==> src/design/tlcd_pkg.sv <==
// Package for the text to character LCD command translator.
// Holds the command kinds, the command and run types and fixed character codes.
// Depends on nothing; every other design file imports it.
`default_nettype none

package tlcd_pkg;

  typedef enum logic [2:0] {
    KIND_CLEAR  = 3'd0,
    KIND_HOME   = 3'd1,
    KIND_LINE2  = 3'd2,
    KIND_SHIFT  = 3'd3,
    KIND_SETPOS = 3'd4,
    KIND_CHAR   = 3'd5,
    KIND_DEGREE = 3'd6
  } cmd_kind_e;

  localparam logic [7:0] CharBackslash = 8'h5C;
  localparam logic [7:0] CharTilde     = 8'h7E;
  localparam logic [7:0] CharN         = 8'h6E;
  localparam logic [7:0] CharC         = 8'h63;
  localparam logic [7:0] CharF         = 8'h66;
  localparam logic [7:0] CharS         = 8'h73;

  localparam logic [6:0] FirstFieldPos     = 7'd6;
  localparam logic [7:0] SecondFieldOffset = 8'd12;
  localparam logic [7:0] FirstShiftCol     = 8'd16;
  localparam int unsigned MaxCmds          = 3;

  typedef struct packed {
    cmd_kind_e  kind;
    logic [7:0] char_code;
    logic [6:0] pos;
  } cmd_t;

  typedef struct packed {
    logic [1:0]         count;
    cmd_t [MaxCmds-1:0] cmds;
  } run_t;

  typedef struct packed {
    logic valid;
    run_t run;
  } run_push_t;

endpackage

`default_nettype wire

==> src/design/tlcd_front.sv <==
// Front end: accepts text bytes, keeps the cursor and escape state and builds
// the run of commands that each byte causes. Depends on tlcd_pkg.
`default_nettype none

module tlcd_front #(
  parameter int unsigned LINE_LENGTH = 40
) (
  input  wire logic               clk_i,
  input  wire logic               rst_ni,
  input  wire logic               accept_i,
  input  wire logic [7:0]         text_byte_i,
  input  wire logic               ends_write_i,
  output tlcd_pkg::run_push_t     push_o
);
  import tlcd_pkg::*;

  localparam logic [7:0] LineLen  = 8'(LINE_LENGTH);
  localparam logic [7:0] TwoLines = 8'(2 * LINE_LENGTH);

  logic [6:0] cursor_q, cursor_d;
  logic       escape_q, escape_d;
  run_t       run;
  logic [1:0] n;
  logic [7:0] next_pos;

  always_comb begin
    run      = '0;
    n        = 2'd0;
    cursor_d = cursor_q;
    escape_d = escape_q;
    next_pos = {1'b0, cursor_q} + 8'd1;
    if (next_pos == TwoLines) begin
      next_pos = 8'd0;
    end
    if (accept_i) begin
      if (escape_q) begin
        escape_d = 1'b0;
        if (text_byte_i == CharN && {1'b0, cursor_q} < LineLen) begin
          run.cmds[0].kind = KIND_HOME;
          run.cmds[1].kind = KIND_LINE2;
          n                = 2'd2;
          cursor_d         = LineLen[6:0];
        end else if (text_byte_i == CharC || text_byte_i == CharN) begin
          run.cmds[0].kind = KIND_CLEAR;
          n                = 2'd1;
          cursor_d         = 7'd0;
        end else if (text_byte_i == CharF) begin
          run.cmds[0].kind = KIND_SETPOS;
          run.cmds[0].pos  = FirstFieldPos;
          n                = 2'd1;
          cursor_d         = FirstFieldPos;
        end else if (text_byte_i == CharS) begin
          run.cmds[0].kind = KIND_SETPOS;
          run.cmds[0].pos  = 7'(LineLen + SecondFieldOffset);
          n                = 2'd1;
          cursor_d         = 7'(LineLen + SecondFieldOffset);
        end
      end else if (text_byte_i == CharBackslash) begin
        escape_d = !ends_write_i;
      end else begin
        if (cursor_q == 7'd0) begin
          run.cmds[n].kind = KIND_CLEAR;
          n                = n + 2'd1;
        end
        if (text_byte_i == CharTilde) begin
          run.cmds[n].kind = KIND_DEGREE;
        end else begin
          run.cmds[n].kind      = KIND_CHAR;
          run.cmds[n].char_code = text_byte_i;
        end
        n        = n + 2'd1;
        cursor_d = next_pos[6:0];
        if ((next_pos >= FirstShiftCol && next_pos < LineLen) ||
            (next_pos >= LineLen + FirstShiftCol && next_pos < TwoLines)) begin
          run.cmds[n].kind = KIND_SHIFT;
          n                = n + 2'd1;
        end
        if (next_pos == LineLen) begin
          run.cmds[n].kind = KIND_HOME;
          n                = n + 2'd1;
          run.cmds[n].kind = KIND_LINE2;
          n                = n + 2'd1;
        end
      end
    end
    run.count    = n;
    push_o.run   = run;
    push_o.valid = accept_i && (n != 2'd0);
  end

  always_ff @(posedge clk_i or negedge rst_ni) begin
    if (!rst_ni) begin
      cursor_q <= '0;
      escape_q <= 1'b0;
    end else begin
      cursor_q <= cursor_d;
      escape_q <= escape_d;
    end
  end

`ifndef SYNTHESIS
  a_cursor_range: assert property (@(posedge clk_i) disable iff (!rst_ni)
    {1'b0, cursor_q} < TwoLines)
    else $error("cursor left the display range");
`endif

endmodule

`default_nettype wire

==> src/design/tlcd_queue.sv <==
// Two-entry queue of command runs between the front and back ends.
// Depends on tlcd_pkg.
`default_nettype none

module tlcd_queue (
  input  wire logic                clk_i,
  input  wire logic                rst_ni,
  input  wire tlcd_pkg::run_push_t push_i,
  input  wire logic                pop_i,
  output logic                     full_o,
  output logic                     empty_o,
  output tlcd_pkg::run_t           head_o
);
  import tlcd_pkg::*;

  run_t       mem_q [2];
  logic       wr_ptr_q, rd_ptr_q;
  logic [1:0] count_q;
  logic       do_push, do_pop;

  assign full_o  = (count_q == 2'd2);
  assign empty_o = (count_q == 2'd0);
  assign do_push = push_i.valid;
  assign do_pop  = pop_i && !empty_o;
  assign head_o  = mem_q[rd_ptr_q];

  always_ff @(posedge clk_i) begin
    if (do_push) begin
      mem_q[wr_ptr_q] <= push_i.run;
    end
  end

  always_ff @(posedge clk_i or negedge rst_ni) begin
    if (!rst_ni) begin
      wr_ptr_q <= 1'b0;
      rd_ptr_q <= 1'b0;
      count_q  <= 2'd0;
    end else begin
      if (do_push) begin
        wr_ptr_q <= !wr_ptr_q;
      end
      if (do_pop) begin
        rd_ptr_q <= !rd_ptr_q;
      end
      count_q <= count_q + {1'b0, do_push} - {1'b0, do_pop};
    end
  end

`ifndef SYNTHESIS
  a_no_overflow: assert property (@(posedge clk_i) disable iff (!rst_ni)
    count_q != 2'd3)
    else $error("run queue overflowed");
  a_empty_push: assert property (@(posedge clk_i) disable iff (!rst_ni)
    empty_o && do_push |=> !empty_o)
    else $error("pushed run was lost");
`endif

endmodule

`default_nettype wire

==> src/design/tlcd_back.sv <==
// Back end: steps through each queued run and presents one command at a time
// in an output register. Depends on tlcd_pkg.
`default_nettype none

module tlcd_back (
  input  wire logic           clk_i,
  input  wire logic           rst_ni,
  input  wire tlcd_pkg::run_t head_i,
  input  wire logic           head_empty_i,
  output logic                head_pop_o,
  input  wire logic           pop_i,
  output logic                empty_o,
  output logic [2:0]          command_kind_o,
  output logic [7:0]          char_code_o,
  output logic [6:0]          target_position_o,
  output logic                last_of_run_o
);
  import tlcd_pkg::*;

  logic [1:0] idx_q;
  logic       valid_q;
  cmd_t       cmd_q;
  logic       last_q;
  logic       load, last;

  assign load       = !head_empty_i && (!valid_q || pop_i);
  assign last       = (idx_q == head_i.count - 2'd1);
  assign head_pop_o = load && last;

  always_ff @(posedge clk_i) begin
    if (load) begin
      cmd_q  <= head_i.cmds[idx_q];
      last_q <= last;
    end
  end

  always_ff @(posedge clk_i or negedge rst_ni) begin
    if (!rst_ni) begin
      idx_q   <= 2'd0;
      valid_q <= 1'b0;
    end else begin
      if (load) begin
        valid_q <= 1'b1;
        idx_q   <= last ? 2'd0 : idx_q + 2'd1;
      end else if (pop_i) begin
        valid_q <= 1'b0;
      end
    end
  end

  assign empty_o           = !valid_q;
  assign command_kind_o    = cmd_q.kind;
  assign char_code_o       = cmd_q.char_code;
  assign target_position_o = cmd_q.pos;
  assign last_of_run_o     = last_q;

`ifndef SYNTHESIS
  a_idx_range: assert property (@(posedge clk_i) disable iff (!rst_ni)
    idx_q != 2'd3)
    else $error("command index out of range");
  a_mid_run: assert property (@(posedge clk_i) disable iff (!rst_ni)
    idx_q != 2'd0 |-> !head_empty_i)
    else $error("run left the queue before its last command");
`endif

endmodule

`default_nettype wire

==> src/design/text_to_char_lcd_commands_top.sv <==
// Top level of the text to character LCD command translator.
// Instantiates tlcd_front, tlcd_queue and tlcd_back; depends on tlcd_pkg.
//
// Text bytes enter through a queue-style port: an item is taken on a clock
// edge with push high and full low. Each byte yields zero to three LCD
// commands, which leave through a second queue-style port: the oldest command
// is on the result ports while empty is low and is taken when pop is high.
// last_of_run_o marks the final command of each byte.
// The front end takes one byte per cycle, while full is low, into a two-entry
// run queue; the back end sends one command per cycle while pop is high. A
// byte's first command is written into the run queue and then loaded into
// the output register before it is visible. Bytes causing no command
// produce nothing.
// When the receiver stalls, the output register holds its command, the run
// queue fills and full rises once the queue holds two runs.
// Reset clears the cursor to zero, the escape flag and the queue, and marks the output empty.
`default_nettype none

module text_to_char_lcd_commands_top #(
  parameter int unsigned LINE_LENGTH = 40
) (
  input  wire logic       clk_i,
  input  wire logic       rst_ni,
  input  wire logic       push,
  output logic            full,
  input  wire logic [7:0] text_byte_i,
  input  wire logic       ends_write_i,
  output logic            empty,
  input  wire logic       pop,
  output logic [2:0]      command_kind_o,
  output logic [7:0]      char_code_o,
  output logic [6:0]      target_position_o,
  output logic            last_of_run_o
);
  import tlcd_pkg::*;

  run_push_t run_push;
  run_t      head;
  logic      head_empty, head_pop;

  tlcd_front #(
    .LINE_LENGTH(LINE_LENGTH)
  ) u_front (
    .clk_i       (clk_i),
    .rst_ni      (rst_ni),
    .accept_i    (push && !full),
    .text_byte_i (text_byte_i),
    .ends_write_i(ends_write_i),
    .push_o      (run_push)
  );

  tlcd_queue u_queue (
    .clk_i  (clk_i),
    .rst_ni (rst_ni),
    .push_i (run_push),
    .pop_i  (head_pop),
    .full_o (full),
    .empty_o(head_empty),
    .head_o (head)
  );

  tlcd_back u_back (
    .clk_i            (clk_i),
    .rst_ni           (rst_ni),
    .head_i           (head),
    .head_empty_i     (head_empty),
    .head_pop_o       (head_pop),
    .pop_i            (pop),
    .empty_o          (empty),
    .command_kind_o   (command_kind_o),
    .char_code_o      (char_code_o),
    .target_position_o(target_position_o),
    .last_of_run_o    (last_of_run_o)
  );

endmodule

`default_nettype wire

==> config.mk <==
export PLATFORM = sky130hd
export DESIGN_NAME = text_to_char_lcd_commands_top
export DESIGN_NICKNAME = d
export VERILOG_FILES = /design/src/design/tlcd_pkg.sv /design/src/design/tlcd_front.sv /design/src/design/tlcd_queue.sv /design/src/design/tlcd_back.sv /design/src/design/text_to_char_lcd_commands_top.sv
export SDC_FILE = /design/constraint.sdc
export NUM_CORES = 1
export LEC_CHECK = 0
export BUFFER_PORTS_ARGS = -buffer_cell sky130_fd_sc_hd__buf_4
export CORE_MARGIN = 2
export CORE_UTILIZATION = 60
export DETAILED_ROUTE_END_ITERATION = 12
export PLACE_DENSITY = 0.86
export SLEW_MARGIN = 40
export SYNTH_ARGS = -nofsm -noshare
export SYNTH_HDL_FRONTEND = slang
export SYNTH_SLANG_ARGS = --single-unit
==> constraint.sdc <==
create_clock -name clk_i -period 5.3 [get_ports clk_i]
set_clock_uncertainty 0.05 [all_clocks]
set_input_delay 0.795 -clock clk_i [delete_from_list [all_inputs] [get_ports clk_i]]
set_output_delay 0.795 -clock clk_i [all_outputs]
set_load 0.01 [all_outputs]
==> impl_results.md, run 1 <==
- Peak VDD IR: around 0.24 mV
- DP Area: around 4600 um2
- Io pins: 34
- Largest net degree at the start of global routing: 30
- Yosys cell types: 57
- Pre-antenna DRT Iters: 5
- CTS Hold Buffers Added: 0
- Die ar.: between 7000 and 8000 um2
- Fin crit share: ~70%
- Design Area, Final: around 4800 um2
- Simple-Gate Fraction of Synth Area: between 10% and 20%
- Synth top cells by count: edfxtp_1, nor2_1, and2_1
- Yosys top cell by area: edfxtp_1
- Avg Cell Area, Syn: 13.13 um2
- Syn Std Cell Area: between 4000 and 5000 um2
- Worst r2r path cells: 12
- First-pass GRT wire length: roughly 13 mm
- Die Wd: ~88 um
- Post-DP HPWL: 5.884 mm
- Post-synth EDFFs: 73
- Number of global-route vias before repair: 2628
- Clock slew seen by the registers of the worst setup and hold paths: ~80 ps
- Antenna Cells: 0
- Synthesis-to-finish area growth: 11.05%
- Synthesis Warnings: 0
- Fin nets: 373
- Synth Instances: between 300 and 400
- Postcts setup bufs: 0
- Combinational family with the most area after synthesis: simple AND/OR/NAND/NOR gates
- # DRC: 0
- Clk_lat worst skew: 350 ps
- Die height: between 80 and 90 um
- Gr ovfl total: 0
- Top cells by area, synth: edfxtp_1, dfrtp_1, mux4_2
- Area share of xor/xnor cells in the synthesized design: 1.403%
- Fin Setup TNS: 0 ps
- Slew Limit Fails: 0
- WL final: 8.212 mm
- Htree depth: 3
- Crit. End Element: flip-flop
- Number of synthesized register bits: 88
- PD cells: roughly 540 nW/um2
- Final-report setup violation count: 0
- DR vias: around 2700
- DRT iter0 DRCs: between 150 and 200
- Share of flip-flops with an asynchronous set or reset: between 15 and 20%
- Routed Antenna Nets: 0
- Max-Slew Margin vs Limit: 47.85%
- WP data arrival: about 3600 ps
- Req. time, crit path: ~5300 ps
- RSZ-0062 raised after global routing: no
- Dominant synthesized flop cell: edfxtp_1
- WS Path Type: reg2reg
- Pre-CTS setup slack: approximately 1700 ps
- Crit path max fanout: 19
- MaxCap Viol Count: 0
- Fmax: 0.2729 GHz
- Outcome: finished clean
- Final hold vios: 0
- Worst-margin pin slew: a little under 800 ps
- Initial Util: between 60 and 70%
- Via density: roughly 6.0
- Synth Area in Adders: under 10%
- CTS tree: yes
- Clock Path Buffers: 2
- Hold WC Path Type: in2async
- Final GP Congestion: between 0.9 and 1
- Clock sinks: 88
- Final worst slack: about 1600 ps
- Post-synth top area share: between 50% and 60%
- Initial antenna violation count: 0
- Row count: 30
- Layout cell share with drive strength beyond 1: 20.95%
- Final Core Density: 69.58%
- Crit start category: flip-flop
- Multiplexer area fraction after synthesis: roughly 9.0%
- Detail-routed net length per standard cell: ~18 um
- Fin crit period: 3665 ps
- Register area: about 2600 um2
- Area of the multi-input gates: 1560 um2
- P_leak: around 1.8 nW
- IO buf count: 30
- Number of fill cells: between 400 and 500
- Clock Tree Root: clkbuf_8
- Total GRT Usage: 23.26%
- Core area: between 6000 and 7000 um2
- Compound-Gate Fraction of Synth Area: under 10%
- Resize count post-CTS: 0
- Sequential area share after synthesis: between 50% and 60%
- Count leader, synth: edfxtp_1
- Inserted Clock Buffers: 9
## worst paths after layout
kind	from	endpoint	slack (ps)
max	u_front.cursor_q[0]$_DFFE_PN0P_	u_queue.mem_q[1][54]$_DFFE_PP_	1640
min	rst_ni	u_back.idx_q[1]$_DFFE_PN0P_	240
max reg2reg	u_front.cursor_q[0]$_DFFE_PN0P_	u_queue.mem_q[1][54]$_DFFE_PP_	1640
min reg2reg	u_back.valid_q$_DFFE_PN0P_	u_back.valid_q$_DFFE_PN0P_	460
max in group asynchronous	rst_ni	u_front.cursor_q[5]$_DFFE_PN0P_	4770
min in group clk_i	u_back.valid_q$_DFFE_PN0P_	u_back.valid_q$_DFFE_PN0P_	460
## placed cells by master (no fill, tap or decap), types with 2 or more instances in the layout
cell | Yosys | routed
a21oi_1 | 10 | 10
clkbuf_8 | 0 | 9
and3_1 | 4 | 4
o211ai_1 | 3 | 3
xor2_1 | 2 | 2
o21ai_0 | 13 | 13
nand2b_1 | 4 | 4
nor3_1 | 9 | 9
nand2_1 | 18 | 18
buf_4 | 7 | 33
mux2i_1 | 11 | 11
o22ai_1 | 4 | 4
nor2b_1 | 14 | 13
clkbuf_1 | 7 | 3
edfxtp_1 | 73 | 73
or3b_1 | 2 | 2
and3b_1 | 2 | 2
conb_1 | 1 | 3
dfrtp_1 | 15 | 15
a211oi_1 | 4 | 4
nand4b_1 | 2 | 2
xnor2_1 | 3 | 3
or2_2 | 2 | 2
ha_1 | 7 | 7
o221ai_1 | 2 | 2
inv_1 | 17 | 17
and2_1 | 19 | 19
a211o_1 | 2 | 2
nor2_1 | 20 | 19
nand3_1 | 6 | 6
mux4_2 | 11 | 11
## cell type report
type,instances,share of cell area (%)
clock inverters,4,1.158
flip-flops and latches,88,54.01
repair buffers,33,5.212
inverters,18,1.421
multi-input cells,203,32.82
clock buffers,12,2.843
well taps,96,2.527
## worst max-delay path, stage by stage (launching register included)
cell	delay (ps)
dfrtp_1	450
ha_1	380
nand2_1	120
nor3_1	200
a21oi_1	60
a211o_1	270
and3_1	230
inv_1	80
ha_1	250
o21ai_0	320
a31oi_4	100
nor2b_2	470
buf_4	370
## report_power, final
group	switching (W)	internal [W]	total (W)
logic	0.000476	0.000421	0.000897
clock network	0.000223	0.000221	0.000444
registers	0.000150	0.00109	0.00124
total	0.000849	0.00173	0.00258
## metal layers
metal	routed length [um]	track usage [%]	vias up
li1	-	-	1261
met1	3284	29.43	1336
met2	4171	38.96	116
met3	573	5.224	16
met4	183	9.917	0
met5	0	0	-
## stage by stage
step           hold WS [ps]  cells  power (W)
2_1_floorplan         410.3    328   0.001873
3_3_place_gp          427.3    438   0.002104
3_5_place_dp          443.7    438   0.002160
4_1_cts               229.8    454   0.002602
5_1_grt               234.0    454   0.002736
6_report              244.5    454   0.002582
## logic make-up (layout without fill, tap and decap cells)
group | after synthesis | in the layout
fa+ha+maj | 7 | 7
flops | 88 | 88
compound gates | 51 | 51
mux | 24 | 24
xor+xnor | 6 | 6
other cells | 1 | 3
simple gates | 112 | 112
buf+inv | 37 | 67
## registers in the layout, indices dropped and copies added, names as in the netlist
| signal | flops |
|---|---|
| u_queue.mem_q | 58 |
| u_back.char_code_o | 8 |
| u_front.cursor_q | 7 |
| u_back.command_kind_o | 3 |
| u_back.target_position_o | 3 |
| u_back.idx_q | 2 |
| u_queue.count_q | 2 |
| u_back.last_of_run_o | 1 |
| u_back.valid_q | 1 |
| u_front.escape_q | 1 |
| u_queue.rd_ptr_q | 1 |
| u_queue.wr_ptr_q | 1 |
Power figures use the tool's default switching activity.
==> run 2: changes to the inputs <==
==> constraint.sdc (replaced) <==
create_clock -name clk_i -period 3.7 [get_ports clk_i]
set_clock_uncertainty 0.05 [all_clocks]
set_input_delay 0.555 -clock clk_i [delete_from_list [all_inputs] [get_ports clk_i]]
set_output_delay 0.555 -clock clk_i [all_outputs]
set_load 0.01 [all_outputs]
==> run 2 against run 1 <==
  * First-iteration DRC count fell by 6.9%
  * Critical path type unchanged
  * Clock-buffer cell count decreased by 3
  * Total power increased by 41%
  * Non-clock buffer count increased by 3
==> impl_results.md, run 2 (same netlist as run 1, synthesis figures left out) <==
- Die Wd: 88.46 um (unchanged)
- Inserted Clock Buffers: 9 (unchanged)
- Clk_lat worst skew: 340 ps (about the same)
- WL final: 8.114 mm (-1.2%)
- Reg with most FFs: u_queue.mem_q
- Crit path launch: u_front.cursor_q[1]$_DFFE_PN0P_
- Row count: 30 (unchanged)
- Req. time, crit path: 3650 ps (-1630 ps)
- Core area: 6832 um2 (unchanged)
- CTS Hold Buffers Added: 1 (+1)
- First-pass GRT wire length: 13.01 mm (-1.6%)
- Number of global-route vias before repair: 2605 (-0.88%)
- DR vias: 2682 (-1.7%)
- Routed Antenna Nets: 0 (unchanged)
- WP data arrival: 3290 ps (-350 ps)
- Fin Setup TNS: 0 ps (unchanged)
- Number of fill cells: 503 (+6.3%)
- Uppermost routed layer: met4
- Area of the multi-input gates: 1554 um2 (-0.40%)
- Largest net degree at the start of global routing: 30 (unchanged)
- Design Area, Final: 4752 um2 (about the same)
- Critical Path End: u_queue.mem_q[1][9]$_DFFE_PP_
- Seq pwr share: 49.0% (+1.0 points)
- PD cells: 765.4 nW/um2 (+41%)
- Max reg flops: 58 (unchanged)
- Fin crit share: 90.17% (+21 points)
- Final GP Congestion: 0.9196 (-3.4%)
- Post-DP HPWL: 5.857 mm (-0.46%)
- Pre-antenna DRT Iters: 5 (unchanged)
- DP Area: 4572 um2 (+0.33%)
- Resize count post-CTS: 0 (unchanged)
- Initial Util: 62.66% (unchanged)
- Crit. End Element: flip-flop
- Comb pwr share: 35.1% (+0.3 points)
- Final hold vios: 0 (unchanged)
- RSZ-0062 raised after global routing: no
- Synthesis-to-finish area growth: 11.02% (about the same)
- Worst reg2reg setup slack: 360 ps (-1270 ps)
- Detail-routed net length per standard cell: 17.75 um (-1.8%)
- # DRC: 0 (unchanged)
- IO buf count: 30 (unchanged)
- Clock slew seen by the registers of the worst setup and hold paths: 90 ps (about the same)
- Via density: 5.869 (-2.4%)
- Layout cell share with drive strength beyond 1: 21.33% (+0.38 points)
- Clock sinks: 88 (unchanged)
- Met3 wire len: 577 um (+0.70%)
- Met2 wire len: 4.101 mm (-1.7%)
- Outcome: finished clean
- NetSw: 0.001219 W (+44%)
- Worst r2r src: u_front.cursor_q[1]$_DFFE_PN0P_
- Post-Route M1 WL: 3.286 mm (about the same)
- Slew Limit Fails: 0 (unchanged)
- Gr ovfl total: 0 (unchanged)
- Fin nets: 376 (+0.80%)
- Final-report setup violation count: 0 (unchanged)
- WS Path Type: reg2reg
- Fin crit period: 3336 ps (-328.5 ps)
- Sw frac: 33.51% (+0.62 points)
- P_leak: 1.807 nW (+0.42%)
- Register area: 2567 um2 (unchanged)
- Die ar.: 7825 um2 (unchanged)
- DRT iter0 DRCs: 176 (-6.9%)
- Cell internal pwr: 0.002418 W (+40%)
- Io pins: 34 (unchanged)
- Crit start category: flip-flop
- Crit path max fanout: 29 (+10)
- Clock Path Buffers: 2 (unchanged)
- Initial antenna violation count: 0 (unchanged)
- MaxCap Viol Count: 0 (unchanged)
- Commonest cells after routing, fill and taps aside: edfxtp_1, buf_4, nor2_1, and2_1, nand2_1
- Clock Tree Root: clkbuf_8
- CTS tree: yes
- Htree depth: 3 (unchanged)
- Postcts setup bufs: 0 (unchanged)
- Hold WC Path Type: in2reg
- Worst-margin pin slew: 824.3 ps (+42.05 ps)
- Final Core Density: 69.56% (about the same)
- Die height: 88.46 um (unchanged)
- Worst r2r path cells: 12 (unchanged)
- Total GRT Usage: 22.71% (-0.55 points)
- Peak VDD IR: 0.3942 mV (+68%)
- Clock share of power: 15.9% (-1.3 points)
- Commonest non-fill, non-tap cell in the layout: edfxtp_1
- Fmax: 0.2997 GHz (+9.8%)
- Reg-to-Reg End: u_queue.mem_q[1][9]$_DFFE_PP_
- Max-Slew Margin vs Limit: 44.54% (-3.3 points)
- Antenna Cells: 0 (unchanged)
==> run 2: layout make-up <==
class                   instances  share of cell area [%]
flip-flops and latches         88                   54.03
multi-input cells             203                   32.70
repair buffers                 36                   5.740
clock buffers                   9                   2.607
well taps                      96                   2.528
inverters                      18                   1.422
clock inverters                 7                  0.9742
==> run 2: power by group through the flow <==
| stage | Clock [W] | Combinational, W | Sequential, W |
|---|---|---|---|
| 2_1_floorplan | 0 | 0.000959 | 0.00172 |
| 3_3_place_gp | 0 | 0.00125 | 0.00178 |
| 3_5_place_dp | 0 | 0.00129 | 0.00181 |
| 4_1_cts | 0.000586 | 0.00129 | 0.00179 |
| 5_1_grt | 0.000620 | 0.00140 | 0.00183 |
| 6_report | 0.000580 | 0.00128 | 0.00178 |
==> run 2: worst min-delay path by stage <==
stage	start	to	cells after the start
global route	ends_write_i	u_front.escape_q$_DFFE_PN0P_	2
finish	ends_write_i	u_front.escape_q$_DFFE_PN0P_	2
global placement	rst_ni	u_back.idx_q[1]$_DFFE_PN0P_	1
detailed placement	rst_ni	u_queue.rd_ptr_q$_DFFE_PN0P_	1
floorplan	rst_ni	u_back.idx_q[0]$_DFFE_PN0P_	0
CTS	ends_write_i	u_front.escape_q$_DFFE_PN0P_	2
==> run 2: worst max-delay path: stages (launching register included) <==
cell and delay [ps]:
dfrtp_1 470, ha_1 370, nand2_1 120, nor3_1 190, a21oi_1 60, a211o_1 270, and3_1 220, inv_1 80
ha_1 240, o21ai_0 350, a31oi_4 100, nor2b_2 130, buf_4 360
==> run 2: layer usage <==
layer	vias to the layer above	global-route usage, %
met5	-	0
met4	0	9.091
met3	15	4.851
met2	104	37.39
met1	1301	29.82
li1	1262	-
==> run 2: stage by stage <==
| step | worst slack [ps] | std cells | power (W) | hold WS (ps) |
|---|---|---|---|---|
| floorplan | 257.5 | 328 | 0.002683 | 209.4 |
| global placement | 539.4 | 440 | 0.003021 | 374.8 |
| detailed placement | 395.0 | 440 | 0.003092 | 374.9 |
| CTS | 363.2 | 457 | 0.003660 | 334.0 |
| global route | 140.5 | 457 | 0.003843 | 343.2 |
| finish | 363.5 | 457 | 0.003637 | 339.4 |
